--- config.mk ---
export PLATFORM = sky130hd
export DESIGN_NAME = scaled_text_rect_emitter
export DESIGN_NICKNAME = d
export VERILOG_FILES = /design/src/sv/stre_pkg.sv /design/src/sv/stre_cmdq.sv /design/src/sv/stre_front.sv /design/src/sv/stre_back.sv /design/src/sv/scaled_text_rect_emitter.sv
export SDC_FILE = /design/constraint.sdc
export NUM_CORES = 1
export LEC_CHECK = 0
export BUFFER_PORTS_ARGS = -buffer_cell sky130_fd_sc_hd__buf_2
export CELL_PAD_IN_SITES_DETAIL_PLACEMENT = 0
export CELL_PAD_IN_SITES_GLOBAL_PLACEMENT = 1
export CORE_AREA = 2 2 239 241
export CTS_CLUSTER_DIAMETER = 60
export CTS_CLUSTER_SIZE = 28
export DETAILED_ROUTE_END_ITERATION = 7
export DIE_AREA = 0 0 241 243
export PLACE_DENSITY = 0.7
export SETUP_SLACK_MARGIN = 0.2
export SYNTH_ARGS = -nofsm -noshare
export SYNTH_HDL_FRONTEND = slang
export SYNTH_HIERARCHICAL = 1
export SYNTH_SLANG_ARGS = --single-unit
--- constraint.sdc ---
create_clock -name i_clk -period 8.9 [get_ports i_clk]
set_input_delay 0.445 -clock i_clk [delete_from_list [all_inputs] [get_ports i_clk]]
set_output_delay 0.445 -clock i_clk [all_outputs]
set_load 0.005 [all_outputs]
--- src/sv/stre_pkg.sv ---
// Shared types and constants for the scaled text rectangle emitter.
// No dependencies; every other file of the block uses this package.
`default_nettype none

package stre_pkg;

    localparam int unsigned SCREEN_WIDTH_DEF  = 160;
    localparam int unsigned SCREEN_HEIGHT_DEF = 80;
    localparam int unsigned CMDQ_DEPTH_DEF    = 2;

    localparam int unsigned GLYPH_COLS = 5;
    localparam int unsigned GLYPH_ROWS = 7;
    localparam int unsigned GLYPH_BITS = GLYPH_COLS * GLYPH_ROWS;
    // background cell plus one position per glyph bit
    localparam int unsigned RECT_SLOTS = GLYPH_BITS + 1;

    localparam logic [7:0] CHAR_NEWLINE = 8'd10;

    typedef enum logic [2:0] {
        CFG_TEXT_SCALE = 3'd0,
        CFG_FORE_COLOR = 3'd1,
        CFG_BACK_COLOR = 3'd2,
        CFG_ORIGIN_X   = 3'd3,
        CFG_ORIGIN_Y   = 3'd4,
        CFG_PANEL_COL  = 3'd5,
        CFG_PANEL_ROW  = 3'd6
    } t_cfg_idx;

    // one drawn character handed from the front to the back
    typedef struct packed {
        logic [RECT_SLOTS-1:0] mask;   // bit 0 background, bit 1+7c+r glyph square
        logic [9:0]            col;
        logic [9:0]            row;
        logic [3:0]            scale;  // effective scale, never zero
    } t_cmd;

endpackage

`default_nettype wire

--- src/sv/stre_cmdq.sv ---
// Short command queue between the front and the back of the emitter.
// Depends on stre_pkg for the command type.
`default_nettype none

module stre_cmdq #(
    parameter int unsigned DEPTH = 2
) (
    input  wire logic          i_clk,
    input  wire logic          i_rst_n,
    input  wire logic          i_push,
    input  wire stre_pkg::t_cmd i_push_cmd,
    output logic               o_push_ready,
    input  wire logic          i_pop,
    output stre_pkg::t_cmd     o_pop_cmd,
    output logic               o_pop_valid
);
    import stre_pkg::*;

    localparam int unsigned PW = (DEPTH > 1) ? $clog2(DEPTH) : 1;
    localparam int unsigned CW = $clog2(DEPTH + 1);

    t_cmd          r_mem [DEPTH];
    logic [PW-1:0] r_wp, r_rp;
    logic [CW-1:0] r_cnt;
    logic          do_push, do_pop;

    assign o_push_ready = (r_cnt != CW'(DEPTH));
    assign o_pop_valid  = (r_cnt != '0);
    assign o_pop_cmd    = r_mem[r_rp];
    assign do_push      = i_push && o_push_ready;
    assign do_pop       = i_pop && o_pop_valid;

    function automatic logic [PW-1:0] bump(input logic [PW-1:0] p);
        return (p == PW'(DEPTH - 1)) ? '0 : p + PW'(1);
    endfunction

    always_ff @(posedge i_clk) begin
        if (!i_rst_n) begin
            r_wp  <= '0;
            r_rp  <= '0;
            r_cnt <= '0;
        end else begin
            if (do_push) r_wp <= bump(r_wp);
            if (do_pop)  r_rp <= bump(r_rp);
            if (do_push && !do_pop) r_cnt <= r_cnt + CW'(1);
            else if (do_pop && !do_push) r_cnt <= r_cnt - CW'(1);
        end
    end

    always_ff @(posedge i_clk) begin
        if (do_push) r_mem[r_wp] <= i_push_cmd;
    end

endmodule

`default_nettype wire

--- src/sv/stre_front.sv ---
// Front end: accepts characters, tracks the text cursor and stop state,
// and works out which rectangles survive clipping. Depends on stre_pkg.
`default_nettype none

module stre_front #(
    parameter int unsigned SCREEN_WIDTH  = stre_pkg::SCREEN_WIDTH_DEF,
    parameter int unsigned SCREEN_HEIGHT = stre_pkg::SCREEN_HEIGHT_DEF
) (
    input  wire logic          i_clk,
    input  wire logic          i_rst_n,
    input  wire logic          i_valid,
    output logic               o_ready,
    input  wire logic [7:0]    i_char_code,
    input  wire logic [34:0]   i_glyph_columns,
    input  wire logic          i_string_start,
    input  wire logic [3:0]    i_scale,
    input  wire logic [7:0]    i_origin_x,
    input  wire logic [7:0]    i_origin_y,
    output logic               o_push,
    output stre_pkg::t_cmd     o_push_cmd,
    input  wire logic          i_push_ready
);
    import stre_pkg::*;

    logic [9:0] r_col, r_row, n_col, n_row;
    logic       r_stopped, n_stopped;

    logic [9:0]            col_s, row_s;
    logic                  stop_s, accept, is_nl;
    logic [6:0]            cw, chh;
    logic [GLYPH_COLS-1:0] col_ok;
    logic [GLYPH_ROWS-1:0] row_ok;
    logic [GLYPH_BITS-1:0] pix_ok;
    logic [RECT_SLOTS-1:0] mask;
    logic [10:0]           col_adv, row_adv;

    assign o_ready = i_push_ready;
    assign accept  = i_valid && o_ready;
    assign is_nl   = (i_char_code == CHAR_NEWLINE);

    always_comb begin
        col_s  = i_string_start ? {2'b00, i_origin_x} : r_col;
        row_s  = i_string_start ? {2'b00, i_origin_y} : r_row;
        stop_s = i_string_start ? 1'b0 : r_stopped;
        cw     = ({3'b000, i_scale} << 2) + ({3'b000, i_scale} << 1);
        chh    = {i_scale, 3'b000};

        // column and row survival are independent, a square needs both
        for (int c = 0; c < GLYPH_COLS; c++)
            col_ok[c] = (11'(col_s) + 11'(c) * 11'(i_scale)) < 11'(SCREEN_WIDTH);
        for (int r = 0; r < GLYPH_ROWS; r++)
            row_ok[r] = (11'(row_s) + 11'(r) * 11'(i_scale)) < 11'(SCREEN_HEIGHT);
        for (int c = 0; c < GLYPH_COLS; c++)
            for (int r = 0; r < GLYPH_ROWS; r++)
                pix_ok[c*GLYPH_ROWS + r] = i_glyph_columns[c*GLYPH_ROWS + r]
                                           && col_ok[c] && row_ok[r];
        mask = {pix_ok, col_ok[0] && row_ok[0]};

        // cursor advance, newline and wrap
        col_adv = 11'(col_s) + 11'(cw);
        row_adv = 11'(row_s) + 11'(chh);
        if (is_nl || (col_adv + 11'(cw) > 11'(SCREEN_WIDTH))) begin
            n_col = {2'b00, i_origin_x};
            n_row = row_adv[9:0];
        end else begin
            n_col = col_adv[9:0];
            n_row = row_s;
        end
        n_stopped = (11'(n_row) + 11'(chh)) > 11'(SCREEN_HEIGHT);
    end

    assign o_push             = accept && !stop_s && !is_nl && (mask != '0);
    assign o_push_cmd.mask    = mask;
    assign o_push_cmd.col     = col_s;
    assign o_push_cmd.row     = row_s;
    assign o_push_cmd.scale   = i_scale;

    always_ff @(posedge i_clk) begin
        if (!i_rst_n) begin
            r_col     <= '0;
            r_row     <= '0;
            r_stopped <= 1'b0;
        end else if (accept && !stop_s) begin
            r_col     <= n_col;
            r_row     <= n_row;
            r_stopped <= n_stopped;
        end
    end

endmodule

`default_nettype wire

--- src/sv/stre_back.sv ---
// Back end: walks the surviving rectangles of one character, one position per
// unstalled cycle; drives the registered output stream. Depends on stre_pkg.
`default_nettype none

module stre_back #(
    parameter int unsigned SCREEN_WIDTH  = stre_pkg::SCREEN_WIDTH_DEF,
    parameter int unsigned SCREEN_HEIGHT = stre_pkg::SCREEN_HEIGHT_DEF
) (
    input  wire logic          i_clk,
    input  wire logic          i_rst_n,
    input  wire stre_pkg::t_cmd i_cmd,
    input  wire logic          i_cmd_valid,
    output logic               o_cmd_pop,
    input  wire logic [15:0]   i_fore_color,
    input  wire logic [15:0]   i_back_color,
    input  wire logic [7:0]    i_panel_col,
    input  wire logic [7:0]    i_panel_row,
    output logic               o_valid,
    input  wire logic          i_ready,
    output logic [63:0]        o_data,
    output logic               o_last
);
    import stre_pkg::*;

    typedef enum logic {ST_IDLE, ST_WALK} t_state;

    t_state                r_state;
    logic [RECT_SLOTS-1:0] r_mask;
    logic [9:0]            r_row0;
    logic [3:0]            r_s;
    logic [10:0]           r_x, r_y;
    logic [2:0]            r_r;
    logic                  r_bg;

    logic                  r_ov, r_olast;
    logic [7:0]            r_cs, r_rs, r_ce, r_re;
    logic [13:0]           r_pix;
    logic [15:0]           r_color;

    logic                  advance;
    logic [RECT_SLOTS-1:0] mask_rest;
    logic [7:0]            sw, sh, w, h;
    logic [15:0]           area;

    assign advance   = (r_state == ST_WALK) && (!r_ov || i_ready);
    assign mask_rest = r_mask >> 1;
    assign o_cmd_pop = (r_state == ST_IDLE) && i_cmd_valid;

    always_comb begin
        sw = r_bg ? ({4'h0, r_s} << 2) + ({4'h0, r_s} << 1) : {4'h0, r_s};
        sh = r_bg ? {1'b0, r_s, 3'b000} : {4'h0, r_s};
        // clip to the screen; the front only flags positions that start on it
        w  = (r_x + 11'(sw) > 11'(SCREEN_WIDTH))  ? 8'(11'(SCREEN_WIDTH)  - r_x) : sw;
        h  = (r_y + 11'(sh) > 11'(SCREEN_HEIGHT)) ? 8'(11'(SCREEN_HEIGHT) - r_y) : sh;
        area = 16'(w) * 16'(h);
    end

    always_ff @(posedge i_clk) begin
        if (!i_rst_n) begin
            r_state <= ST_IDLE;
            r_ov    <= 1'b0;
        end else begin
            if (r_ov && i_ready && !(advance && r_mask[0])) r_ov <= 1'b0;
            unique case (r_state)
                ST_IDLE: begin
                    if (i_cmd_valid) begin
                        r_state <= ST_WALK;
                        r_mask  <= i_cmd.mask;
                        r_row0  <= i_cmd.row;
                        r_s     <= i_cmd.scale;
                        r_x     <= {1'b0, i_cmd.col};
                        r_y     <= {1'b0, i_cmd.row};
                        r_r     <= '0;
                        r_bg    <= 1'b1;
                    end
                end
                ST_WALK: begin
                    if (advance) begin
                        if (r_mask[0]) begin
                            r_ov    <= 1'b1;
                            r_olast <= (mask_rest == '0);
                            r_cs    <= r_x[7:0] + i_panel_col;
                            r_rs    <= r_y[7:0] + i_panel_row;
                            r_ce    <= r_x[7:0] + w - 8'd1 + i_panel_col;
                            r_re    <= r_y[7:0] + h - 8'd1 + i_panel_row;
                            r_pix   <= area[13:0];
                            r_color <= r_bg ? i_back_color : i_fore_color;
                        end
                        r_mask <= mask_rest;
                        if (mask_rest == '0) r_state <= ST_IDLE;
                        // background and first square share the top-left corner
                        if (r_bg) begin
                            r_bg <= 1'b0;
                        end else if (r_r == 3'(GLYPH_ROWS - 1)) begin
                            r_r <= '0;
                            r_y <= {1'b0, r_row0};
                            r_x <= r_x + 11'(r_s);
                        end else begin
                            r_r <= r_r + 3'd1;
                            r_y <= r_y + 11'(r_s);
                        end
                    end
                end
                default: r_state <= ST_IDLE;
            endcase
        end
    end

    assign o_valid = r_ov;
    assign o_last  = r_olast;
    assign o_data  = {2'b00, r_color, r_pix, r_re, r_ce, r_rs, r_cs};

endmodule

`default_nettype wire

--- src/sv/scaled_text_rect_emitter.sv ---
// Scaled 5x7 text rectangle emitter: top level with configuration registers.
// Depends on stre_pkg, stre_front, stre_cmdq and stre_back.
//
// Usage:
//   s_axis carries one character per request: tdata[7:0] char_code,
//   tdata[42:8] glyph_columns (column 0 lowest), tuser = string_start.
//   m_axis returns fill-rectangle requests: window corners with panel
//   offsets, pixel count and colour in tdata; tlast marks the final
//   rectangle caused by a character. Characters that give no rectangle
//   (newline, stopped text, fully clipped cell) produce nothing.
//   The configuration port writes one register per cycle at i_cfg_we;
//   write it only while the block is idle.
// Flow:
//   A drawn character enters the command queue in the cycle it is accepted.
//   The back end loads a command while idle, then walks up to 36 positions
//   (background cell, then glyph bits column by column), one per cycle unless
//   stalled, taking the next command only after the walk; this sequencer sets
//   the rate. The first rectangle passes the queue, the command load and the
//   output register. Newlines and stopped characters stay in the front only.
// Reset:
//   Synchronous, active low: cursor to (0,0), stop cleared, queue and
//   output emptied, configuration registers to their defaults.
// Stall:
//   When m_axis_tready is low the output register holds; the walk pauses,
//   the queue fills and s_axis_tready drops once it is full.
`default_nettype none

module scaled_text_rect_emitter #(
    parameter int unsigned SCREEN_WIDTH  = stre_pkg::SCREEN_WIDTH_DEF,
    parameter int unsigned SCREEN_HEIGHT = stre_pkg::SCREEN_HEIGHT_DEF,
    parameter int unsigned CMDQ_DEPTH    = stre_pkg::CMDQ_DEPTH_DEF
) (
    input  wire logic        i_clk,
    input  wire logic        i_rst_n,
    input  wire logic        s_axis_tvalid,
    output logic             s_axis_tready,
    input  wire logic [47:0] s_axis_tdata,   // char_code, glyph_columns, zero pad
    input  wire logic        s_axis_tuser,   // string_start
    output logic             m_axis_tvalid,
    input  wire logic        m_axis_tready,
    // win_col_start, win_row_start, win_col_end, win_row_end, pixel_count,
    // fill_color, zero pad
    output logic [63:0]      m_axis_tdata,
    output logic             m_axis_tlast,   // last_rect
    input  wire logic        i_cfg_we,
    input  wire logic [2:0]  i_cfg_idx,
    input  wire logic [15:0] i_cfg_data
);
    import stre_pkg::*;

    logic [3:0]  r_scale;
    logic [15:0] r_fore, r_back;
    logic [7:0]  r_org_x, r_org_y, r_pcol, r_prow;
    logic [3:0]  scale_eff;

    t_cmd push_cmd, pop_cmd;
    logic push, push_ready, pop, pop_valid;

    // hold registers; scale zero reads as one
    always_ff @(posedge i_clk) begin
        if (!i_rst_n) begin
            r_scale <= 4'd1;
            r_fore  <= 16'hFFFF;
            r_back  <= 16'h0000;
            r_org_x <= 8'd0;
            r_org_y <= 8'd0;
            r_pcol  <= 8'd1;
            r_prow  <= 8'd26;
        end else if (i_cfg_we) begin
            unique case (i_cfg_idx)
                CFG_TEXT_SCALE: r_scale <= i_cfg_data[3:0];
                CFG_FORE_COLOR: r_fore  <= i_cfg_data;
                CFG_BACK_COLOR: r_back  <= i_cfg_data;
                CFG_ORIGIN_X:   r_org_x <= i_cfg_data[7:0];
                CFG_ORIGIN_Y:   r_org_y <= i_cfg_data[7:0];
                CFG_PANEL_COL:  r_pcol  <= i_cfg_data[7:0];
                CFG_PANEL_ROW:  r_prow  <= i_cfg_data[7:0];
                default: ;      // drop writes to unused indexes
            endcase
        end
    end

    assign scale_eff = (r_scale == 4'd0) ? 4'd1 : r_scale;

    stre_front #(
        .SCREEN_WIDTH  (SCREEN_WIDTH),
        .SCREEN_HEIGHT (SCREEN_HEIGHT)
    ) u_front (
        .i_clk           (i_clk),
        .i_rst_n         (i_rst_n),
        .i_valid         (s_axis_tvalid),
        .o_ready         (s_axis_tready),
        .i_char_code     (s_axis_tdata[7:0]),
        .i_glyph_columns (s_axis_tdata[42:8]),
        .i_string_start  (s_axis_tuser),
        .i_scale         (scale_eff),
        .i_origin_x      (r_org_x),
        .i_origin_y      (r_org_y),
        .o_push          (push),
        .o_push_cmd      (push_cmd),
        .i_push_ready    (push_ready)
    );

    stre_cmdq #(
        .DEPTH (CMDQ_DEPTH)
    ) u_cmdq (
        .i_clk        (i_clk),
        .i_rst_n      (i_rst_n),
        .i_push       (push),
        .i_push_cmd   (push_cmd),
        .o_push_ready (push_ready),
        .i_pop        (pop),
        .o_pop_cmd    (pop_cmd),
        .o_pop_valid  (pop_valid)
    );

    stre_back #(
        .SCREEN_WIDTH  (SCREEN_WIDTH),
        .SCREEN_HEIGHT (SCREEN_HEIGHT)
    ) u_back (
        .i_clk        (i_clk),
        .i_rst_n      (i_rst_n),
        .i_cmd        (pop_cmd),
        .i_cmd_valid  (pop_valid),
        .o_cmd_pop    (pop),
        .i_fore_color (r_fore),
        .i_back_color (r_back),
        .i_panel_col  (r_pcol),
        .i_panel_row  (r_prow),
        .o_valid      (m_axis_tvalid),
        .i_ready      (m_axis_tready),
        .o_data       (m_axis_tdata),
        .o_last       (m_axis_tlast)
    );

endmodule

`default_nettype wire

==> out/summary.txt, run 1 <==
Clk pin slew, worst setup/hold paths: 0.09 ns
Finished Layout Cells: 2900
Final setup fails: 0
Drt first-iter violations: 778
Post-CTS setup buffers: 0
Post-CTS sizing: 0
Utilization after layout: 44.4%
Die width: 241 microns
Fmax: 0.121 GHz
Drc violations: 0
CP max FO: 7
Via count of the first global-routing pass: 15400
Final min period: 8.27 ns
DP Cell Count: 2838
HPWL Detailed: 38.5 mm
Vias/cell: 5.19
GR Util All Layers: 17.9%
Setup Skew: 0.0287 ns
Final hold viol count: 0
Largest net degree at the start of global routing: 85
Worst skew pair latency: 0.57 ns
Port-buffer cells: 132
WL final: 52.2 mm
H-tree Lvls: 2
R2r setup slk: 0.63 ns
Die area: 0.0586 sq mm
Vias: 15100
Synth unique cells: 107
Cts hold-fix bufs: 0
GRT overflow: 0
Root buffer cell: clkbuf_16
Post-Syn Area: 0.0222 sq mm
Nets: 2418
Rows: 87
CP max stage cell: a21oi_1
Routed Antenna Nets: 0
Worst Setup EP: u_back/r_pix[13]$_DFFE_PP_
Post-synth EDFFs: 259
Clock buffer depth: 3
# IOs: 140
End of the worst register-to-register path: u_back/r_pix[13]$_DFFE_PP_
CTS tree: built
Least-Margin Pin Slew: 1.19 ns
Req. time, crit path: 9.19 ns
CTS Buf Count: 34
Syn avg cell area: 11.1 sq um
Kind of critical path: reg -> reg
Ys flop type: edfxtp_1
RSZ-0062 raised after global routing: false
Antenna violations before repair: 0
R2R Path Start: u_back/r_s[1]$_DFFE_PP_
Syn Inst Count: 1994
CP Launch Point: u_back/r_s[1]$_DFFE_PP_
Cell mode on critical path: fa_1
Wire per inst: 18.0 microns
Chip height: 243 microns
Endpoint type of the worst setup path: flop
Register area share after synthesis: 43.7%
First-pass GRT wire length: 82.4 mm
Synthesis-to-layout area growth: 12.1%
Clk sink count: 355
Initial Util: 39.7%
Run status: completed
Worst rel slew slack: 19.9%
Share of post-route cells with drive strength above 1: 19.5%
Worst path max stage delay: 0.56 ns
Startpoint Class: flop
Core Area: 0.0560 sq mm
First drt pass iteration count: 5
Sum Neg Setup Slack: 0 ns
Async set or reset register ratio after synthesis: 0%
Final Cycle Share: 92.9%
Antenna Cells: 0
Hold WC Path Type: in -> reg
R2r worst-path depth: 28
# fillers: 5257
Yosys synthesis warning count: 6
Seq cells post-synth: 355
Max-slew violations: 0
GP Congestion: 0.838
Max-Cap Viols: 0
CP Data Arrival Time: 8.56 ns
==> cell usage after synthesis (5+ instances only) <==
library cell	count	area share (%)
o21a_1	6	0.20
and3_1	28	0.79
clkbuf_1	34	0.58
nor2b_1	62	1.7
o21bai_1	15	0.51
buf_4	15	0.51
mux2i_1	86	3.9
nand4_1	9	0.25
nor3_1	20	0.45
a21oi_2	8	0.32
nor3b_1	5	0.17
and2_1	15	0.42
ha_1	164	9.2
nand3_1	38	0.86
xor2_1	25	0.99
nor4_1	13	0.37
a211oi_1	14	0.47
nand2_1	135	2.3
o211ai_1	8	0.27
inv_1	174	2.9
buf_2	19	0.43
a21oi_1	84	1.9
dfxtp_1	96	8.7
or2_2	13	0.37
o21ai_1	6	0.14
nor2_1	146	2.5
xnor2_1	73	2.9
mux2_2	127	6.4
o21ai_0	50	1.1
edfxtp_1	259	35
a21o_1	27	0.91
buf_6	6	0.30
fa_1	63	5.7
a211o_1	5	0.20
a31oi_1	14	0.39
nand2b_1	13	0.37
==> worst min-delay path by stage <==
stage / start / endpoint / slack, ns / cells after the start
floorplan: u_front/r_row[3]$_SDFFE_PN0P_ / u_front/r_row[3]$_SDFFE_PN0P_ / 0.43 / 2
global placement: u_front/r_row[3]$_SDFFE_PN0P_ / u_front/r_row[3]$_SDFFE_PN0P_ / 0.43 / 2
detailed placement: r_back[1]$_SDFFE_PN0P_ / r_back[1]$_SDFFE_PN0P_ / 0.45 / 2
CTS: i_cfg_data[15] / r_back[15]$_SDFFE_PN0P_ / 0.11 / 3
global route: i_cfg_data[15] / r_back[15]$_SDFFE_PN0P_ / 0.13 / 3
finish: i_cfg_data[15] / r_back[15]$_SDFFE_PN0P_ / 0.13 / 3
==> layer usage <==
| metal | GRT usage (%) | vias up | routed length, microns |
|---|---|---|---|
| li1 | - | 7346 | - |
| met1 | 23.2 | 7351 | 23400 |
| met2 | 30.4 | 267 | 25200 |
| met3 | 2.26 | 88 | 1860 |
| met4 | 6.39 | 0 | 1750 |
| met5 | 0 | - | 0 |
==> flip-flops by register name (all words and copies together) (netlist names), 10 cells and up, named ones only <==
name	cells
u_back/r_y	11
u_cmdq/r_mem	120
r_back	16
u_back/r_mask	36
u_back/r_pix	14
u_back/r_row0	10
u_front/r_col	10
r_fore	16
u_back/r_color	16
u_back/r_x	11
u_front/r_row	10
==> kinds of logic (layout without fill, tap and decap cells) <==
logic type / Yosys count / in the layout / share of synthesized area, %
simple gates: 532 / 532 / 12.1
flops: 355 / 355 / 43.7
compound gates: 310 / 310 / 9.71
buf+inv: 253 / 402 / 4.92
fa+ha+maj: 227 / 227 / 14.9
mux: 217 / 217 / 10.6
xor+xnor: 99 / 99 / 3.97
other cells: 1 / 2 / 0.0169
==> cell usage in the layout, fill, tap and decap left out, types with 14 or more instances in the layout <==
master / Yosys / final
nor3_1: 20 / 20
mux2i_1: 86 / 86
and2_1: 15 / 15
nand2_1: 135 / 135
ha_1: 164 / 164
and3_1: 28 / 27
mux2_2: 127 / 127
xor2_1: 25 / 25
a31oi_1: 14 / 14
fa_1: 63 / 63
nand3_1: 38 / 38
a21o_1: 27 / 27
clkbuf_16: 0 / 35
dfxtp_1: 96 / 94
buf_2: 19 / 131
inv_1: 174 / 173
a21oi_1: 84 / 84
buf_4: 15 / 35
nor2b_1: 62 / 62
o21ai_0: 50 / 50
edfxtp_1: 259 / 259
o21bai_1: 15 / 15
nor2_1: 146 / 146
xnor2_1: 73 / 73
==> worst max-delay path: cells and delay by family (launching register included) <==
| family | cells | cell delay (ns) |
|---|---|---|
| xor gates and xnor gates | 3 | 0.72 |
| buffers and inverters | 3 | 0.15 |
| AOI/OAI and AO/OA | 9 | 2.20 |
| adders and majority gates | 8 | 3.38 |
| and+or+nand+nor | 5 | 1.04 |
| DFF | 1 | 0.52 |
==> layout make-up <==
type                       instances  area [sq um]  share of cell area, %
inverter                         174           653                   2.63
sequential                       355          9700                   39.0
tap                              756           946                   3.80
timing repair buffer             166           918                   3.69
clock buffer                      37           903                   3.63
clock inverter                    25           327                   1.31
multi-input combinational       1387         11400                   45.9
==> metrics by stage <==
stage	area (sq um)	hold slack [ns]	setup slack (ns)
2_1_floorplan	22200	0.427	1.18
3_3_place_gp	23600	0.434	0.507
3_5_place_dp	23600	0.447	0.352
4_1_cts	24900	0.107	0.357
5_1_grt	24900	0.134	0.203
6_report	24900	0.134	0.628
Power of run 1 is not shown: default switching activity piles up to over one toggle a cycle in this logic, so the estimate is an artifact.
==> inputs of run 2 (changes only) <==
--- a/config.mk
+++ b/config.mk
@@ -13,7 +13,8 @@
 export CTS_CLUSTER_SIZE = 28
 export DETAILED_ROUTE_END_ITERATION = 7
 export DIE_AREA = 0 0 241 243
-export PLACE_DENSITY = 0.7
+export PLACE_DENSITY_LB_ADDON = 0.1
+export RECOVER_POWER = 100
 export SETUP_SLACK_MARGIN = 0.2
 export SYNTH_ARGS = -nofsm -noshare
 export SYNTH_HDL_FRONTEND = slang
==> out/summary.txt, run 2 (synthesis results as in run 1) <==
Run status: finished, violations left
Failing checks: capacitance limit, slew limit
Rows: 87
GR peak layer: met2
CP Data Arrival Time: 8.52 ns
Max reg flops: 120
CTS tree: built
Worst Setup EP: u_back/r_pix[13]$_DFFE_PP_
GR Util All Layers: 18.4%
Worst skew pair latency: 0.57 ns
Largest net degree at the start of global routing: 74
Vias/cell: 5.14
Max-Cap Viols: 9
Register bank with the most flops: u_cmdq/r_mem
Final min period: 8.24 ns
GP Congestion: 0.815
Drc violations: 0
Core Area: 0.0560 sq mm
Clk sink count: 355
CP Launch Point: u_back/r_bg$_DFFE_PP_
Final setup fails: 0
Chip height: 243 microns
Port-buffer cells: 132
Wire per inst: 18.5 microns
R2R Path Start: u_back/r_bg$_DFFE_PP_
Antenna violations before repair: 0
Synthesis-to-layout area growth: 11.6%
R2r setup slk: 0.66 ns
Clk pin slew, worst setup/hold paths: 0.08 ns
H-tree Lvls: 2
Nets: 2426
Commonest cells after routing, fill and taps aside: edfxtp_1 (259), inv_1 (173), ha_1 (164)
CTS Buf Count: 36
Die area: 0.0586 sq mm
Antenna Cells: 0
RSZ-0062 raised after global routing: false
First-pass GRT wire length: 84.2 mm
First drt pass iteration count: 4
Fmax: 0.121 GHz
WL final: 53.7 mm
Sum Neg Setup Slack: 0 ns
# fillers: 5429
GR Util met2: 31.1%
Area of the multi-input gates: 0.0113 sq mm
Biggest registers after layout: u_cmdq/r_mem x120, u_back/r_mask x36
GRT overflow: 0
Met3 Use GR: 2.32%
Req. time, crit path: 9.19 ns
HPWL Detailed: 39.3 mm
Max-slew violations: 387
Die width: 241 microns
Most common cell after layout, fill and taps aside: edfxtp_1
Cts hold-fix bufs: 0
Final Cycle Share: 92.6%
Share of post-route cells with drive strength above 1: 15.1%
Endpoint type of the worst setup path: flop
Kind of critical path: reg -> reg
Met1 usage: 24.5%
Clock buffer depth: 3
Initial Util: 39.7%
Via count of the first global-routing pass: 15000
Hold WC Path Type: in -> reg
# IOs: 140
Least-Margin Pin Slew: 3.81 ns
Root buffer cell: clkbuf_16
Drt first-iter violations: 765
Startpoint Class: flop
Vias: 15000
Worst rel slew slack: -154%
Reg area: 0.00970 sq mm
End of the worst register-to-register path: u_back/r_pix[13]$_DFFE_PP_
CP max FO: 24
Routed Antenna Nets: 0
R2r worst-path depth: 27
Final hold viol count: 0
Setup Skew: 0.0265 ns
-- run 2: cell types whose count changed in the layout (fill, tap and decap cells not counted), sizes merged --
cell / previous run / this run
inv: 187 / 189
clkbuf: 37 / 97
bufinv: 1 / 0
clkinvlp: 2 / 1
clkinv: 9 / 13
buf: 166 / 111
-- run 2: final cells by class --
cell class | instances | share of cell area, %
clock buffers | 36 | 3.64
clock inverters | 29 | 1.61
inverters | 174 | 2.64
multi-input cells | 1387 | 45.8
flip-flops and latches | 355 | 39.2
well taps | 756 | 3.82
repair buffers | 172 | 3.37
-- run 2: worst min path at each step --
stage / to / start / cells after the start / slack [ns]
detailed placement: u_front/r_row[3]$_SDFFE_PN0P_ / u_front/r_row[3]$_SDFFE_PN0P_ / 2 / 0.44
global placement: u_front/r_row[3]$_SDFFE_PN0P_ / u_front/r_row[3]$_SDFFE_PN0P_ / 2 / 0.44
CTS: r_back[14]$_SDFFE_PN0P_ / i_cfg_data[14] / 3 / 0.10
global route: r_back[11]$_SDFFE_PN0P_ / i_cfg_data[11] / 3 / 0.12
finish: r_back[14]$_SDFFE_PN0P_ / i_cfg_data[14] / 3 / 0.14
floorplan: u_front/r_row[3]$_SDFFE_PN0P_ / u_front/r_row[3]$_SDFFE_PN0P_ / 2 / 0.43
-- run 2: through the flow --
step	setup WS (ns)	hold WS [ns]	area [sq um]	cells	util (%)
floorplan	1.18	0.427	22200	1995	-
global placement	0.484	0.435	23700	2841	42.3
detailed placement	0.394	0.440	23700	2841	42.3
CTS	0.382	0.102	25000	2906	44.6
global route	0.110	0.120	24800	2909	44.3
finish	0.663	0.136	24800	2909	44.3
-- run 2: repair_timing --
item / 4_1_cts / 5_1_grt
setup buffers: 0 / 3
setup endpoints to repair: 0 / 1
gates resized for setup: 0 / 3
-- run 2: per-layer routing --
metal | part of all wire (%) | vias up
met1 | 46 | 7277
met4 | 3.1 | 0
met5 | 0 | -
met2 | 47 | 237
li1 | - | 7361
met3 | 3.2 | 85
-- run 2: worst max-delay path: stages (launching register included) --
cell      delay [ns]
edfxtp_1        0.49
buf_4           0.39
nand2b_1        0.19
nand2_1         0.11
ha_1            0.39
a21oi_1         0.30
o22ai_2         0.18
o32a_1          0.35
o311a_4         0.42
nor3_4          0.47
nor2_1          0.12
a21oi_2         0.46
or2_2           0.23
fa_1            0.40
fa_1            0.50
inv_1           0.07
fa_1            0.52
inv_1           0.05
fa_1            0.52
inv_1           0.04
ha_1            0.32
o21ai_0         0.16
a21oi_1         0.09
o41ai_2         0.33
o21bai_1        0.10
a21oi_1         0.18
xor2_1          0.16
xnor3_1         0.42
Power of run 2 is left out for the same reason.
